$ cat src/obrf_pkg.sv
// Shared types, constants and helpers for the overwriting byte ring FIFO.
// Used by every module of the block; depends on nothing.
package obrf_pkg;

    localparam int DATA_W         = 64;
    localparam int BYTE_W         = 8;
    localparam int ROW_BYTES      = 8;
    localparam int OFF_W          = 3;
    localparam int FILL_W         = 10;
    localparam int ACTION_W       = 2;
    localparam int ITEM_LOG2_W    = 2;
    localparam int RING_LOG2_W    = 4;
    localparam int CFG_IDX_W      = 1;
    localparam int CFG_DATA_W     = 4;
    localparam int QDEPTH         = 2;
    localparam int DEF_RING_BYTES = 1024;
    localparam int MAX_ITEM_BYTES = 8;
    localparam int ITEM_LOG2_MAX  = $clog2(MAX_ITEM_BYTES + 1) - 1;
    localparam int MIN_RING_LOG2  = 3;

    localparam logic [ITEM_LOG2_W-1:0] RESET_ITEM_LOG2 = 2'd0;
    localparam logic [RING_LOG2_W-1:0] RESET_RING_LOG2 = 4'd10;

    // Action codes on the input channel
    localparam logic [ACTION_W-1:0] ACT_PUSH  = 2'd0;
    localparam logic [ACTION_W-1:0] ACT_POP   = 2'd1;
    localparam logic [ACTION_W-1:0] ACT_FLUSH = 2'd2;
    localparam logic [ACTION_W-1:0] ACT_NONE  = 2'd3;

    // Configuration register indexes
    localparam logic [CFG_IDX_W-1:0] CFG_ITEM_SIZE = 1'b0;
    localparam logic [CFG_IDX_W-1:0] CFG_RING_SIZE = 1'b1;

    typedef enum logic [1:0] {
        OP_PUSH,
        OP_POP,
        OP_FLUSH,
        OP_NOP
    } op_t;

    typedef struct packed {
        op_t               op;
        logic [DATA_W-1:0] data;
    } cmd_t;

    // Byte lanes covered by one item of 2**lg bytes
    function automatic logic [ROW_BYTES-1:0] item_bytes_mask(input logic [ITEM_LOG2_W-1:0] lg);
        logic [ROW_BYTES-1:0] m;
        unique case (lg)
            2'd0: m = 8'h01;
            2'd1: m = 8'h03;
            2'd2: m = 8'h0F;
            2'd3: m = 8'hFF;
        endcase
        return m;
    endfunction

endpackage

$ cat src/obrf_queue.sv
// Short command queue between the front and back stages of the ring FIFO.
// Depends on obrf_pkg.
module obrf_queue (
    input  logic            clk,
    input  logic            rst_n,
    input  logic            in_valid,
    output logic            in_stall,
    input  obrf_pkg::cmd_t  in_cmd,
    output logic            out_valid,
    input  logic            out_stall,
    output obrf_pkg::cmd_t  out_cmd
);
    import obrf_pkg::*;

    localparam int QPTR_W = (QDEPTH > 1) ? $clog2(QDEPTH) : 1;
    localparam int QCNT_W = $clog2(QDEPTH + 1);

    cmd_t              slot_reg [QDEPTH];
    logic [QPTR_W-1:0] wr_ptr_reg;
    logic [QPTR_W-1:0] rd_ptr_reg;
    logic [QCNT_W-1:0] count_reg;
    logic [QPTR_W-1:0] wr_ptr_next;
    logic [QPTR_W-1:0] rd_ptr_next;
    logic [QCNT_W-1:0] count_next;
    logic              enq;
    logic              deq;

    assign in_stall  = (count_reg == QCNT_W'(QDEPTH));
    assign out_valid = (count_reg != '0);
    assign out_cmd   = slot_reg[rd_ptr_reg];
    assign enq       = in_valid && !in_stall;
    assign deq       = out_valid && !out_stall;

    always_comb
    begin
        wr_ptr_next = wr_ptr_reg;
        rd_ptr_next = rd_ptr_reg;
        count_next  = count_reg;
        if (enq)
        begin
            wr_ptr_next = (wr_ptr_reg == QPTR_W'(QDEPTH - 1)) ? '0 : wr_ptr_reg + 1'b1;
        end
        if (deq)
        begin
            rd_ptr_next = (rd_ptr_reg == QPTR_W'(QDEPTH - 1)) ? '0 : rd_ptr_reg + 1'b1;
        end
        if (enq && !deq)
        begin
            count_next = count_reg + 1'b1;
        end
        else if (deq && !enq)
        begin
            count_next = count_reg - 1'b1;
        end
    end

    always_ff @(posedge clk or negedge rst_n)
    begin
        if (!rst_n)
        begin
            wr_ptr_reg <= '0;
            rd_ptr_reg <= '0;
            count_reg  <= '0;
        end
        else
        begin
            wr_ptr_reg <= wr_ptr_next;
            rd_ptr_reg <= rd_ptr_next;
            count_reg  <= count_next;
        end
    end

    always_ff @(posedge clk)
    begin
        if (enq)
        begin
            slot_reg[wr_ptr_reg] <= in_cmd;
        end
    end

    a_count_bound: assert property (@(posedge clk) disable iff (!rst_n)
        count_reg <= QCNT_W'(QDEPTH))
        else $error("queue count beyond depth");

endmodule

$ cat config.mk
export PLATFORM = sky130hd
export DESIGN_NAME = obrf_queue
export DESIGN_NICKNAME = d
export VERILOG_FILES = /design/src/obrf_pkg.sv /design/src/obrf_queue.sv
export SDC_FILE = /design/constraint.sdc
export NUM_CORES = 1
export LEC_CHECK = 0
export BUFFER_PORTS_ARGS = -buffer_cell sky130_fd_sc_hd__buf_4
export CAP_MARGIN = 20
export CORE_MARGIN = 10
export CORE_UTILIZATION = 52
export CTS_CLUSTER_SIZE = 14
export DETAILED_ROUTE_END_ITERATION = 16
export PLACE_DENSITY = 0.83
export SYNTH_ARGS = -nofsm -noshare
export SYNTH_HDL_FRONTEND = slang
export SYNTH_SLANG_ARGS = --single-unit
$ cat constraint.sdc
create_clock -name clk -period 4.7 [get_ports clk]
set_input_delay 0.705 -clock clk [delete_from_list [all_inputs] [get_ports clk]]
set_output_delay 0.705 -clock clk [all_outputs]
set_load 0.005 [all_outputs]
==> results by group <==
Global routing
  • Largest net degree at the start of global routing: 68
  • Grt total ovfl: 0
  • Total GRT Usage: 0.1368
  • Number of global-route vias before repair: 2,895
  • Initial antenna violation count: 1
  • First-pass GRT wire length: 14.95 mm

Detailed routing
  • Vias: 2,526
  • Residual DRC: 0
  • Routed wire length: 9.589 mm
  • First-pass DRT Iterations: 5
  • Routed len/inst: 18.40 µm
  • Routed Antenna Nets: 0
  • Starting DRC count in detailed routing: 115
  • Via density: about 4.8

STA
  • TNS Setup: 0 ns
  • Max Slew Vio Count: 0
  • Final min period: 2.986 ns
  • Clk_skew: between 0.006 and 0.007 ns
  • Final hold vios: 0
  • FMAX: 334.9 MHz
  • Fin crit share: 0.6353
  • Worst-margin pin slew: approximately 1.1 ns
  • Finish-stage setup viols: 0
  • Rel. slew slack: 0.2818
  • RSZ-0062 raised after global routing: no

Clock tree
  • Total CTS buffers: 17
  • Clock sink count: 136
  • H-tree Lvls: 4
  • CTS tree: done
  • Skew-Pair Late Insertion Delay: 0.51 ns
  • Maximum buffer depth of the clock tree: 2
  • Worst-path clk slew: 0.06 ns
  • Root Driver: clkbuf_8

Worst setup path
  • Startpoint types: flip-flop
  • Reg2reg setup slack: 2.33 ns
  • Critical Path RT: ~4 ns
  • FF-to-FF Start: count_reg[0]
  • Critical path fanouts, max: 67
  • CP Cell Sequence: mux2_2, buf_4
  • Worst r2r dst: slot_reg[0][33]
  • Critical Path AT: 2.28 ns
  • Setup crit end: out_cmd[50]
  • Path depth of the worst reg2reg path: 4
  • Crit path launch: rd_ptr_reg
  • Max incr delay on CP: 1.10 ns
  • Endpoint type of the worst setup path: primary output
  • Setup Crit Path Kind: flip-flop to primary output
  • Slowest stage cell on the critical path: dfrtp_4

Synth
  • Mean Syn Cell Area: 22.67 µm²
  • Synth Area in Simple Gates: 0.007637
  • Register bit total from synthesis: 136
  • Ys Warns: 0
  • Seq/Total Area, Yosys: 0.8002
  • Mux cell area share after synthesis: 0.1685
  • Main combinational cell family by area after synthesis: multiplexers
  • Post-synthesis compound-gate area fraction: 0
  • Synth cell types: 17
  • Post-Syn Area: 5079 µm²
  • Syn_nets: 295
  • Xor/xnor share of the synthesized area: 0.008623
  • Syn Inst Count: about 220
  • Fraction of the mapped netlist area in adder cells: 0.002464

Final layout
  • Synthesis-to-finish area growth: 34.93%
  • Most frequent cells in the layout: buf_4, edfxtp_1, mux2_2, mux2_4, clkbuf_16
  • Fillers: 634
  • Layout cells sized above 1: 0.6176
  • Max FFs per register: 132
  • Final net count: 447
  • Commonest non-fill, non-tap cell in the layout: buf_4
  • Final core utilization: 0.7109

Hold path
  • HP Class: input port to flip-flop

Status
  • Status: finished, final reports clean

Floorplan
  • Core area: 9639 µm²
  • Die Ht: 118.8 µm
  • Starting density of the core: 0.5269
  • Die area: 14,120 µm²
  • Die width: 118.8 µm
  • Row count: 36
  • # IOs: 138

Placed design
  • Buffers on Ports: between 100 and 150
  • Post-DP HPWL: 6.372 mm
  • Final GP Congestion: 0.7113

Power and ir drop
  • Pwr dens: 632.4 nW/µm²
  • Max VDD drop: 0.5003 mV
  • Total chip power: 0.004334 W
  • P_leak: between 2 and 3 nW

Flow run
  • Max Cap Viol: 0
-- metrics by stage --
| step | instances | hold WS (ns) | worst slack (ns) | area [µm²] |
|---|---|---|---|---|
| after floorplan | 224 | 0.4094 | 0.6574 | 5079 |
| after global placement | 489 | 0.4810 | 2.104 | 6245 |
| after detailed placement | 489 | 0.4850 | 2.094 | 6245 |
| after CTS | 520 | 0.3471 | 1.691 | 6850 |
| after global routing | 520 | 0.3437 | 1.620 | 6850 |
| final | 521 | 0.3723 | 1.714 | 6853 |
-- layout make-up --
class	instances	area, µm²	area share
sequential	136	4068	0.5936
timing repair buffer	140	1054	0.1537
inverter	2	7.507	0.001095
tap	133	166.4	0.02428
clock inverter	13	181.4	0.02647
antenna	1	2.502	0.0003652
multi-input combinational	79	959.7	0.1400
clock buffer	17	414.1	0.06043
-- metal layers --
| layer | GRT usage | part of all wire |
|---|---|---|
| met1 | 0.1458 | 0.40 |
| met2 | 0.2264 | 0.51 |
| met3 | 0.07180 | 0.082 |
| met4 | 0.05267 | 0.013 |
| met5 | 0 | 0 |
-- power breakdown --
group	leakage, nW	internal (W)	switching, W
Sequential	1.27	0.00166	0.000204
Combinational	1.12	0.000728	0.000423
Clock	0.279	0.000851	0.000465
Total	2.67	0.00324	0.00109
-- cell families after synthesis --
family / after synthesis
xor gates and xnor gates: 5
buffers and inverters: 9
muxes: 66
adders and majority gates: 1
and+or+nand+nor: 7
DFF: 136
-- Yosys cell counts, drive strengths merged --
cell type / instances / share of area
mux2: 66 / 0.17
dfrtp: 4 / 0.020
xor2: 2 / 0.0034
inv: 2 / 0.0015
buf: 7 / 0.011
edfxtp: 132 / 0.78
xnor2: 3 / 0.0052
ha: 1 / 0.0025
and3: 1 / 0.0012
or2: 1 / 0.0012
nand2b: 2 / 0.0030
nor2: 2 / 0.0015
nand2: 1 / 0.00074
-- critical path: cells and delay by family (launching register included) --
| kind | cells | cell delay, ns |
|---|---|---|
| DFF | 1 | 1.10 |
| buffers and inverters | 1 | 0.14 |
| muxes | 1 | 0.44 |
-- timing repair --
| action | 4_1_cts | 5_1_grt |
|---|---|---|
| resized for setup | 0 | 0 |
| hold endpoints to repair | 4 | 0 |
| hold buffers | 1 | 0 |
| setup buffers | 0 | 0 |
-- how the worst min path moves through the flow --
stage                      start         endpoint  slack, ns  depth (start not counted)
floorplan                  rst_n     count_reg[0]       0.41                          0
global placement    count_reg[1]     count_reg[1]       0.48                          1
detailed placement  count_reg[1]     count_reg[1]       0.49                          1
CTS                   in_cmd[44]  slot_reg[0][44]       0.35                          1
global route          in_cmd[44]  slot_reg[0][44]       0.34                          1
finish                in_cmd[63]  slot_reg[0][63]       0.37                          1
No activity file was read; power rests on OpenSTA's default activity.
