--- src/obrf_pkg.sv ---
// Shared types, constants and helpers for the overwriting byte ring FIFO.
// Used by every module of the block; depends on nothing.
package obrf_pkg;

    localparam int DATA_W         = 64;
    localparam int BYTE_W         = 8;
    localparam int ROW_BYTES      = 8;
    localparam int OFF_W          = 3;
    localparam int FILL_W         = 10;
    localparam int ACTION_W       = 2;
    localparam int ITEM_LOG2_W    = 2;
    localparam int RING_LOG2_W    = 4;
    localparam int CFG_IDX_W      = 1;
    localparam int CFG_DATA_W     = 4;
    localparam int QDEPTH         = 2;
    localparam int DEF_RING_BYTES = 1024;
    localparam int MAX_ITEM_BYTES = 8;
    localparam int ITEM_LOG2_MAX  = $clog2(MAX_ITEM_BYTES + 1) - 1;
    localparam int MIN_RING_LOG2  = 3;

    localparam logic [ITEM_LOG2_W-1:0] RESET_ITEM_LOG2 = 2'd0;
    localparam logic [RING_LOG2_W-1:0] RESET_RING_LOG2 = 4'd10;

    // Action codes on the input channel
    localparam logic [ACTION_W-1:0] ACT_PUSH  = 2'd0;
    localparam logic [ACTION_W-1:0] ACT_POP   = 2'd1;
    localparam logic [ACTION_W-1:0] ACT_FLUSH = 2'd2;
    localparam logic [ACTION_W-1:0] ACT_NONE  = 2'd3;

    // Configuration register indexes
    localparam logic [CFG_IDX_W-1:0] CFG_ITEM_SIZE = 1'b0;
    localparam logic [CFG_IDX_W-1:0] CFG_RING_SIZE = 1'b1;

    typedef enum logic [1:0] {
        OP_PUSH,
        OP_POP,
        OP_FLUSH,
        OP_NOP
    } op_t;

    typedef struct packed {
        op_t               op;
        logic [DATA_W-1:0] data;
    } cmd_t;

    // Byte lanes covered by one item of 2**lg bytes
    function automatic logic [ROW_BYTES-1:0] item_bytes_mask(input logic [ITEM_LOG2_W-1:0] lg);
        logic [ROW_BYTES-1:0] m;
        unique case (lg)
            2'd0: m = 8'h01;
            2'd1: m = 8'h03;
            2'd2: m = 8'h0F;
            2'd3: m = 8'hFF;
        endcase
        return m;
    endfunction

endpackage

--- src/obrf_front.sv ---
// Front stage of the ring FIFO: takes input items and classifies the action.
// Depends on obrf_pkg.
module obrf_front (
    input  logic                            clk,
    input  logic                            rst_n,
    input  logic                            in_valid,
    output logic                            in_stall,
    input  logic [obrf_pkg::ACTION_W-1:0]   action,
    input  logic [obrf_pkg::DATA_W-1:0]     push_data,
    output logic                            cmd_valid,
    input  logic                            cmd_stall,
    output obrf_pkg::cmd_t                  cmd
);
    import obrf_pkg::*;

    logic front_valid_reg;
    logic front_valid_next;
    cmd_t cmd_reg;
    op_t  op_dec;
    logic load;

    always_comb
    begin
        unique case (action)
            ACT_PUSH:  op_dec = OP_PUSH;
            ACT_POP:   op_dec = OP_POP;
            ACT_FLUSH: op_dec = OP_FLUSH;
            ACT_NONE:  op_dec = OP_NOP;
        endcase
    end

    assign in_stall = front_valid_reg && cmd_stall;
    assign load     = in_valid && !in_stall;

    always_comb
    begin
        front_valid_next = front_valid_reg;
        if (load)
        begin
            front_valid_next = 1'b1;
        end
        else if (!cmd_stall)
        begin
            front_valid_next = 1'b0;
        end
    end

    always_ff @(posedge clk or negedge rst_n)
    begin
        if (!rst_n)
        begin
            front_valid_reg <= 1'b0;
        end
        else
        begin
            front_valid_reg <= front_valid_next;
        end
    end

    always_ff @(posedge clk)
    begin
        if (load)
        begin
            cmd_reg.op   <= op_dec;
            cmd_reg.data <= push_data;
        end
    end

    assign cmd_valid = front_valid_reg;
    assign cmd       = cmd_reg;

endmodule

--- config.mk ---
export PLATFORM = sky130hd
export DESIGN_NAME = obrf_front
export DESIGN_NICKNAME = d
export VERILOG_FILES = /design/src/obrf_pkg.sv /design/src/obrf_front.sv
export SDC_FILE = /design/constraint.sdc
export NUM_CORES = 1
export LEC_CHECK = 0
export ABC_AREA = 1
export BUFFER_PORTS_ARGS = -buffer_cell sky130_fd_sc_hd__buf_2
export CAP_MARGIN = 20
export CORE_MARGIN = 8
export CORE_UTILIZATION = 40
export CTS_CLUSTER_SIZE = 12
export DETAILED_ROUTE_END_ITERATION = 16
export PLACE_DENSITY = 0.78
export SYNTH_ARGS = -nofsm -noshare
export SYNTH_HDL_FRONTEND = slang
export SYNTH_SLANG_ARGS = --single-unit
--- constraint.sdc ---
create_clock -name clk -period 5.24 [get_ports clk]
set_input_delay 1.048 -clock clk [delete_from_list [all_inputs] [get_ports clk]]
set_output_delay 1.048 -clock clk [all_outputs]
set_load 0.02 [all_outputs]
==> results of run 1 <==
==> power by group <==
group          switching, mW  total, mW  internal [mW]
clock network          0.188      0.405          0.218
registers            0.00708      0.632          0.624
logic                 0.0696      0.107         0.0375
==> cells in the final DEF (no fill, tap or decap) <==
cell type     n
clkbuf_8      9
inv_1         2
buf_2       137
edfxtp_1     66
nand2_1       2
clkinv_1      1
bufinv_16     1
buf_4         1
clkinv_4      2
dfrtp_1       1
clkinvlp_4    1
clkinv_2      2
a21oi_4       1
==> logic make-up after synthesis <==
group | Yosys count | synth area share
AOI/OAI and AO/OA | 1 | 0.00246
DFF | 67 | 0.986
and+or+nand+nor | 2 | 0.00369
buffers and inverters | 4 | 0.00738
==> final timing paths <==
check                                      start               endpoint  slack (ps)  depth (start not counted)
max in group asynchronous                  rst_n  cmd_valid$_DFFE_PN0P_        4670                          1
min in group clk           cmd_valid$_DFFE_PN0P_  cmd_valid$_DFFE_PN0P_         580                          2
hold reg to reg            cmd_valid$_DFFE_PN0P_  cmd_valid$_DFFE_PN0P_         580                          2
setup / recovery                        in_valid       cmd[8]$_DFFE_PP_        2710                          4
setup reg to reg           cmd_valid$_DFFE_PN0P_       cmd[8]$_DFFE_PP_        3130                          2
hold / removal                             rst_n  cmd_valid$_DFFE_PN0P_         480                          1
==> worst reg2reg max path: stages (launching register included) <==
cell and delay [ps]:
dfrtp_1 420, a21oi_4 800, buf_4 530
==> stage by stage <==
stage	power (mW)	area (sq um)	setup WS, ps
after floorplan	0.696	2030	436
after global placement	0.749	2820	2390
after detailed placement	0.752	2820	2360
after CTS	1.15	3010	2720
after global routing	1.19	3010	2620
final	1.14	3010	2710
==> layout make-up <==
class,count,area share
sequential,67,0.666
timing repair buffer,138,0.230
clock buffer,9,0.0411
tap,70,0.0291
clock inverter,7,0.0229
multi-input combinational,3,0.00789
inverter,2,0.00249
==> layer usage <==
layer / vias up / share of wire / global-route usage / wire [um]
li1: 584 / - / - / -
met1: 581 / 0.31 / 0.112 / 1620
met2: 91 / 0.50 / 0.240 / 2660
met3: 10 / 0.18 / 0.121 / 941
met4: 2 / 0.013 / 0.0609 / 71
met5: - / 0.0023 / 0 / 12
==> cells in the mapped netlist <==
library cell  number
edfxtp_1          66
clkbuf_1           2
inv_1              2
a21oi_1            1
nand2_1            2
dfrtp_1            1
==> flow_metrics.py, run 1 <==
metrics = {
    "status": {
        "status": "complete, no violations",
    },
    "pwr": {
        "pwr_density_cell_mw_per_mm2": 380,
        "ir_drop_mv": 0.238,
        "power_leakage_nw": 1.30,
    },
    "clock_network": {
        "clk_pin_slew_worst_paths_ps": 70,
        "htreeDepth": 3,
        "cts_tree": "yes",
        "clock_latency_ps": 330,
        "cts_sinks": 67,
        "holdBufCountCts": 0,
        "postCtsSetupBuffers": 0,
        "root_buffer": "clkbuf_8",
        "cts_max_path_buffers": 2,
        "cts_inserted_buffers": 9,
        "cts_resized": 0,
    },
    "setup_path": {
        "worst_setup_path_start_kind": "input pin",
        "worstPathMaxFanout": 34,
        "crit_family": "compound AO/OA/AOI/OAI gates",
        "cp-end-kind": "flip-flop",
        "critPathArrivalTime_ps": 2510,
        "cp.required_ps": 5220,
        "slowest_delay_ps": 760,
        "slowest_stage": "a21oi_4",
        "worstSetupPathType": "in2reg",
        "path_cells": "buf_2 > inv_1 > a21oi_4 > buf_4",
        "path_buf_inv": 3,
    },
    "detailed_routing": {
        "first_pass_iters": 4,
        "vias": 1268,
        "ant_nets": 0,
        "route.detailed.drc": 0,
        "avgViaCountPerCell": 4.28,
        "drt-wirelength-per-cell_um": 17.9,
        "drtIter0Drc": 73,
        "drt-total-wl_um": 5310,
    },
    "synthesis": {
        "synthCells": 74,
        "postSynthAreaPerCell_sq_um": 27.5,
        "ys_types": 6,
        "ys_seq_elements": 67,
        "synth_top_area_share": 0.974,
        "yosysSeqAreaShare": 0.986,
        "ys_warn_count": 0,
        "synth_area_sq_mm": 0.00203,
        "yosys.area.top_type": "edfxtp_1",
        "synth_area_leaders": "edfxtp_1 97%, dfrtp_1 1.2%, clkbuf_1 0.37%",
        "syn_nets": 144,
    },
    "global_routing": {
        "grtUsageTotal": 0.142,
        "antenna_found_initial": 1,
        "grt_pass1_wl_um": 7620,
        "grt_pass1_vias": 1495,
        "grt_max_degree": 35,
        "grt-ovfl-total": 0,
    },
    "cells_and_area": {
        "instances_no_fill": 296,
        "area_growth_pct": 48.0,
        "drive_gt1_frac": 0.681,
        "multi_input_area_sq_um": 23.8,
        "largest_reg_flops": 66,
        "finish.utilization": 0.601,
        "diodes": 0,
        "fill_cells": 416,
        "seq_area_sq_mm": 0.00201,
        "nets": 291,
    },
    "timing": {
        "period_share": 0.482,
        "clock_skew_ps": 8.30,
        "hold_viol": 0,
        "hold_slack_ps": 483,
        "drv_slew": 0,
        "tns_ps": 0,
        "rsz0062_at_grt": "false",
        "slew-limit-headroom": 0.327,
        "max_freq_ghz": 0.396,
        "worst_slew_pin_slew_ps": 1010,
        "period_minus_slack_ps": 2530,
        "setup_viol": 0,
    },
    "floorplan": {
        "start_util": 0.406,
        "coreArea_sq_mm": 0.00501,
        "die_h_um": 87.3,
        "pin_count": 138,
        "dieArea_sq_mm": 0.00762,
        "placementRows": 26,
        "die_w_um": 87.3,
    },
    "placement": {
        "hpwl_um": 4180,
        "dp_cells": 280,
        "place.gp.congestion": 0.715,
        "io_buffers": 137,
    },
    "min_path": {
        "hold_path_class": "in2async",
    },
    "flow_run": {
        "drv_cap": 0,
    },
}
Note: power is estimated with default switching activity, not from simulation.
==> run 2: changes to the inputs <==
- ABC_AREA: 1 -> 0
- CORE_UTILIZATION: 40 -> 36
- PLACE_DENSITY: 0.78 -> 0.74
- clock period: 5.24 -> 2.1 ns (I/O delays scaled with it)
==> flow_metrics.py, run 2 <==
metrics = {
    "timing": {
        "setup_viol": 0,
        "hold_viol": 0,
        "clock_skew_ps": 4.52,
        "rsz0062_at_grt": "false",
        "period_minus_slack_ps": 1480,
        "hold_slack_ps": 265,
        "worst_slew_pin_slew_ps": 330,
        "slew-limit-headroom": 0.780,
        "period_share": 0.706,
        "max_freq_ghz": 0.674,
        "tns_ps": 0,
        "drv_slew": 0,
    },
    "floorplan": {
        "dieArea_sq_mm": 0.00833,
        "placementRows": 27,
        "start_util": 0.370,
        "coreArea_sq_mm": 0.00551,
        "pin_count": 138,
        "die_w_um": 91.3,
        "die_h_um": 91.3,
    },
    "global_routing": {
        "grtUsageTotal": 0.119,
        "grt_max_degree": 67,
        "antenna_found_initial": 1,
        "grt_pass1_vias": 1453,
        "grt-ovfl-total": 0,
        "grt_pass1_wl_um": 7420,
    },
    "detailed_routing": {
        "first_pass_iters": 4,
        "top_layer_used": "met5",
        "route.detailed.drc": 0,
        "drt-total-wl_um": 4930,
        "avgViaCountPerCell": 4.19,
        "wl_met1_um": 1640,
        "drt-wirelength-per-cell_um": 16.6,
        "wl_met2_um": 2350,
        "vias": 1243,
        "ant_nets": 0,
        "drtIter0Drc": 35,
        "wl_met3_um": 818,
    },
    "synthesis": {
        "ys_warn_count": 0,
        "synthCells": 72,
        "synth_area_leaders": "edfxtp_1 97%, dfrtp_1 1.2%, a21boi_2 0.55%",
        "syn_nets": 142,
        "synth_area_sq_mm": 0.00204,
        "yosysSeqAreaShare": 0.984,
        "async_reset_ff_frac": 0.0149,
        "ys_seq_elements": 67,
        "synth-main-ff-cell": "edfxtp_1",
        "synth-edff-count": 66,
        "synth_top_area_share": 0.972,
        "synthTopCellsByCount": "66 x edfxtp_1, 2 x clkbuf_1",
        "synth.most_common_cell": "edfxtp_1",
        "ys_types": 6,
        "yosys.area.top_type": "edfxtp_1",
        "postSynthAreaPerCell_sq_um": 28.3,
    },
    "clock_network": {
        "cts_sinks": 67,
        "holdBufCountCts": 1,
        "cts_max_path_buffers": 2,
        "clock_latency_ps": 320,
        "cts_inserted_buffers": 9,
        "cts_tree": "yes",
        "root_buffer": "clkbuf_8",
        "cts_resized": 0,
        "clk_pin_slew_worst_paths_ps": 70,
        "postCtsSetupBuffers": 0,
        "htreeDepth": 3,
    },
    "setup_path": {
        "rr_startpoint": "cmd_valid$_DFFE_PN0P_",
        "reg2reg_slack_ps": 810,
        "reg2reg_to": "cmd[37]$_DFFE_PP_",
        "critPathArrivalTime_ps": 1060,
        "reg2regPathDepth": 2,
        "worst_setup_path_start_kind": "flip-flop",
        "cp.required_ps": 1680,
        "worstPathMaxFanout": 4,
        "worstSetupPathType": "reg2out",
        "cp-end-kind": "primary output",
    },
    "cells_and_area": {
        "layout_commonest_cell": "buf_2",
        "finalInstanceArea_sq_mm": 0.00303,
        "drive_gt1_frac": 0.680,
        "diodes": 0,
        "multi_input_area_sq_um": 32.5,
        "nets": 290,
        "fill_cells": 457,
        "seq_area_sq_mm": 0.00201,
        "instances_no_fill": 297,
        "final_cell_mix": "137 x buf_2, 66 x edfxtp_1, 9 x clkbuf_8, 3 x clkinv_2",
        "largest_reg_flops": 66,
        "area_growth_pct": 48.5,
    },
    "pwr": {
        "power.share.switching": 0.223,
        "ir_drop_mv": 0.554,
        "clock_power_share": 0.348,
        "p_switching_uw": 632,
        "power_mw": 2.83,
        "pwr_density_cell_mw_per_mm2": 933,
        "p_comb_frac": 0.095,
        "seqPwrFrac": 0.557,
        "p_int_mw": 2.20,
        "power_leakage_nw": 1.30,
    },
    "flow_run": {
        "drv_cap": 0,
    },
    "min_path": {
        "hold_path_class": "in2reg",
        "hold_path_end": "cmd[64]$_DFFE_PP_",
        "min_path_cells": 1,
        "min_from": "action[0]",
    },
    "placement": {
        "place.gp.congestion": 0.668,
        "dp_cells": 280,
        "io_buffers": 137,
        "dpl_cell_area_sq_mm": 0.00284,
    },
    "status": {
        "status": "complete, no violations",
    },
}
[run 2: changes by cell type after synthesis]
cell      before  now
inv_1          2    0
nand2_1        2    0
a21boi_2       0    1
a21o_1         0    1
a21oi_1        1    0
and2_1         0    1
[run 2: layout make-up]
type,instances,share of cell area
repair buffers,139,0.236
well taps,72,0.0297
multi-input cells,3,0.0107
clock buffers,10,0.0421
flip-flops and latches,67,0.663
clock inverters,6,0.0186
[run 2: logic make-up after synthesis]
| logic type | after synthesis | share of synthesized area |
|---|---|---|
| compound gates | 2 | 0.00920 |
| buf+inv | 2 | 0.00368 |
| flops | 67 | 0.984 |
| simple gates | 1 | 0.00307 |
[run 2: power by group through the flow]
stage                     clock network (mW)  registers, mW  logic, mW
final                                  0.984           1.57      0.268
after global routing                    1.07           1.58      0.288
after CTS                               1.02           1.58      0.275
after detailed placement                   0           1.60      0.273
after global placement                     0           1.60      0.268
after floorplan                            0           1.70     0.0301
[run 2: critical path, stage by stage, from the launching register on]
cell,delay (ps)
dfrtp_1,430
and2_1,160
buf_2,160
[run 2: per-stage QoR]
stage / setup slack [ps] / util
2_1_floorplan: 30.9 / -
3_3_place_gp: 735 / 0.515
3_5_place_dp: 714 / 0.515
4_1_cts: 592 / 0.550
5_1_grt: 568 / 0.550
6_report: 617 / 0.550
[run 2: layer usage]
metal / track usage / up-vias
li1: - / 584
met1: 0.0974 / 557
met2: 0.190 / 88
met3: 0.101 / 12
met4: 0.0709 / 2
met5: 0 / -
[run 2: worst max path at each step]
stage / slack, ps / to / start / cells past startpoint
floorplan: 30 / cmd[0]$_DFFE_PP_ / cmd_valid$_DFFE_PN0P_ / 1
finish: 620 / in_stall / cmd_valid$_DFFE_PN0P_ / 2
global placement: 740 / cmd[30]$_DFFE_PP_ / in_valid / 3
global route: 570 / in_stall / cmd_valid$_DFFE_PN0P_ / 2
detailed placement: 710 / cmd[40]$_DFFE_PP_ / in_valid / 3
CTS: 590 / in_stall / cmd_valid$_DFFE_PN0P_ / 2
==> run 3: changes to the inputs <==
- ABC_AREA: 0 -> 1
- clock period: 2.1 -> 1.25 ns (I/O delays scaled with it)
==> flow_metrics.py, run 3 (synthesized netlist as in run 1, its figures left out) <==
metrics = {
    "status": {
        "status": "complete, but fails checks",
        "failed_checks": "negative setup slack",
    },
    "setup_path": {
        "cp-end-kind": "primary output",
        "startpoint": "cmd_valid$_DFFE_PN0P_",
        "rr_startpoint": "cmd_valid$_DFFE_PN0P_",
        "reg2reg_to": "cmd[4]$_DFFE_PP_",
        "critPathArrivalTime_ps": 1010,
        "worst_setup_path_start_kind": "flip-flop",
        "reg2reg_slack_ps": 30,
        "worstPathMaxFanout": 3,
        "cp-endpoint": "in_stall",
        "cp.required_ps": 1000,
        "worstSetupPathType": "reg2out",
        "reg2regPathDepth": 3,
    },
    "clock_network": {
        "root_buffer": "clkbuf_8",
        "clock_latency_ps": 330,
        "htreeDepth": 3,
        "cts_max_path_buffers": 2,
        "cts_inserted_buffers": 9,
        "cts_tree": "yes",
        "clk_pin_slew_worst_paths_ps": 70,
        "cts_sinks": 67,
    },
    "global_routing": {
        "antenna_found_initial": 2,
        "grt_pass1_wl_um": 7490,
        "grt_pass1_vias": 1374,
        "grt_max_degree": 34,
        "grtUsageTotal": 0.117,
        "grt-ovfl-total": 0,
    },
    "floorplan": {
        "die_h_um": 91.2,
        "die_w_um": 91.2,
        "dieArea_sq_mm": 0.00831,
        "coreArea_sq_mm": 0.00547,
        "pin_count": 138,
        "placementRows": 27,
        "start_util": 0.372,
    },
    "cells_and_area": {
        "layout_commonest_cell": "buf_2",
        "area_growth_pct": 54.2,
        "fill_cells": 452,
        "instances_no_fill": 305,
        "nets": 298,
        "final_cell_mix": "136 x buf_2, 66 x edfxtp_1, 9 x clkbuf_8, 3 x clkinv_2, 3 x buf_12",
        "diodes": 0,
        "drive_gt1_frac": 0.704,
        "finalInstanceArea_sq_mm": 0.00314,
        "largest_reg_flops": 66,
    },
    "detailed_routing": {
        "vias": 1258,
        "drt-wirelength-per-cell_um": 16.4,
        "first_pass_iters": 4,
        "ant_nets": 0,
        "avgViaCountPerCell": 4.12,
        "drt-total-wl_um": 4990,
        "drtIter0Drc": 25,
        "route.detailed.drc": 0,
    },
    "placement": {
        "post-place-ws_ps": 53.8,
        "dp_cells": 283,
        "io_buffers": 137,
        "dpl_cell_area_sq_mm": 0.00286,
        "hpwl_um": 3740,
        "place.gp.congestion": 0.671,
    },
    "timing": {
        "slew-limit-headroom": 0.872,
        "hold_viol": 0,
        "period_share": 1.01,
        "rsz0062_at_grt": "true",
        "clock_skew_ps": 5.99,
        "drv_slew": 0,
        "period_minus_slack_ps": 1260,
        "worst_slew_pin_slew_ps": 192,
        "max_freq_ghz": 0.793,
        "finalWorstSetupSlack_ps": -11.0,
        "setup_viol": 1,
    },
    "pwr": {
        "pwr_density_cell_mw_per_mm2": 1550,
        "ir_drop_mv": 0.804,
        "power_mw": 4.86,
        "power_leakage_nw": 1.35,
    },
    "min_path": {
        "min_path_cells": 1,
        "hold_path_class": "in2reg",
    },
    "flow_run": {
        "drv_cap": 0,
    },
}
run 3: cell types whose count changed in the layout (fill, tap and decap cells not counted), sizes merged:
cell      previous run  this run
and2                 1         0
a21boi               1         0
inv                  0         2
nand2                0         2
a21o                 1         0
buf                138       143
a21oi                0         1
clkinvlp             1         2
run 3: area by class of cell:
| class | count | area, sq um | area share |
|---|---|---|---|
| multi-input cells | 3 | 26.3 | 0.00837 |
| clock buffers | 9 | 124 | 0.0395 |
| well taps | 72 | 90.1 | 0.0287 |
| inverters | 2 | 7.51 | 0.00239 |
| flip-flops and latches | 67 | 2010 | 0.640 |
| clock inverters | 7 | 68.8 | 0.0219 |
| repair buffers | 145 | 813 | 0.259 |
run 3: how the worst min path moves through the flow:
| stage | startpoint | end | slack [ps] |
|---|---|---|---|
| 2_1_floorplan | rst_n | cmd_valid$_DFFE_PN0P_ | -50 |
| 3_3_place_gp | rst_n | cmd_valid$_DFFE_PN0P_ | 30 |
| 3_5_place_dp | rst_n | cmd_valid$_DFFE_PN0P_ | 30 |
| 4_1_cts | push_data[27] | cmd[27]$_DFFE_PP_ | 70 |
| 5_1_grt | action[0] | cmd[64]$_DFFE_PP_ | 70 |
| 6_report | push_data[7] | cmd[7]$_DFFE_PP_ | 90 |
run 3: report_power, final:
group	leakage, nW	switching, mW	internal [mW]
Combinational	0.618	0.297	0.203
Sequential	0.639	0.0285	2.62
Clock	0.0950	0.802	0.912
Total	1.35	1.13	3.73
run 3: routing by layer:
| metal | vias to the layer above | global-route usage | wire length [um] |
|---|---|---|---|
| met5 | - | 0 | 23 |
| met4 | 4 | 0.0655 | 90 |
| met3 | 13 | 0.0798 | 677 |
| met2 | 85 | 0.173 | 2310 |
| met1 | 557 | 0.122 | 1890 |
| li1 | 599 | - | - |
run 3: repair_timing:
| item | 4_1_cts | 5_1_grt |
|---|---|---|
| hold buffers | 1 | 0 |
| resized for setup | 4 | 0 |
| hold endpoints to repair | 1 | 0 |
| gates cloned | 0 | 2 |
| pin swaps | 1 | 2 |
| endpoints found under the setup margin | 1 | 44 |
| buffers inserted | 1 | 2 |
run 3: through the flow:
stage | hold WS (ps) | setup TNS [ps] | util
floorplan | -45.6 | -50860 | -
global placement | 26.3 | 0 | 0.522
detailed placement | 26.6 | 0 | 0.522
CTS | 70.4 | -25.4 | 0.562
global route | 68.0 | -511 | 0.573
finish | 89.3 | -11.0 | 0.573
run 3: critical path, cell delays in order, from the launching register on:
cell	delay [ps]
dfrtp_2	440
nand2_2	90
inv_2	40
buf_6	120
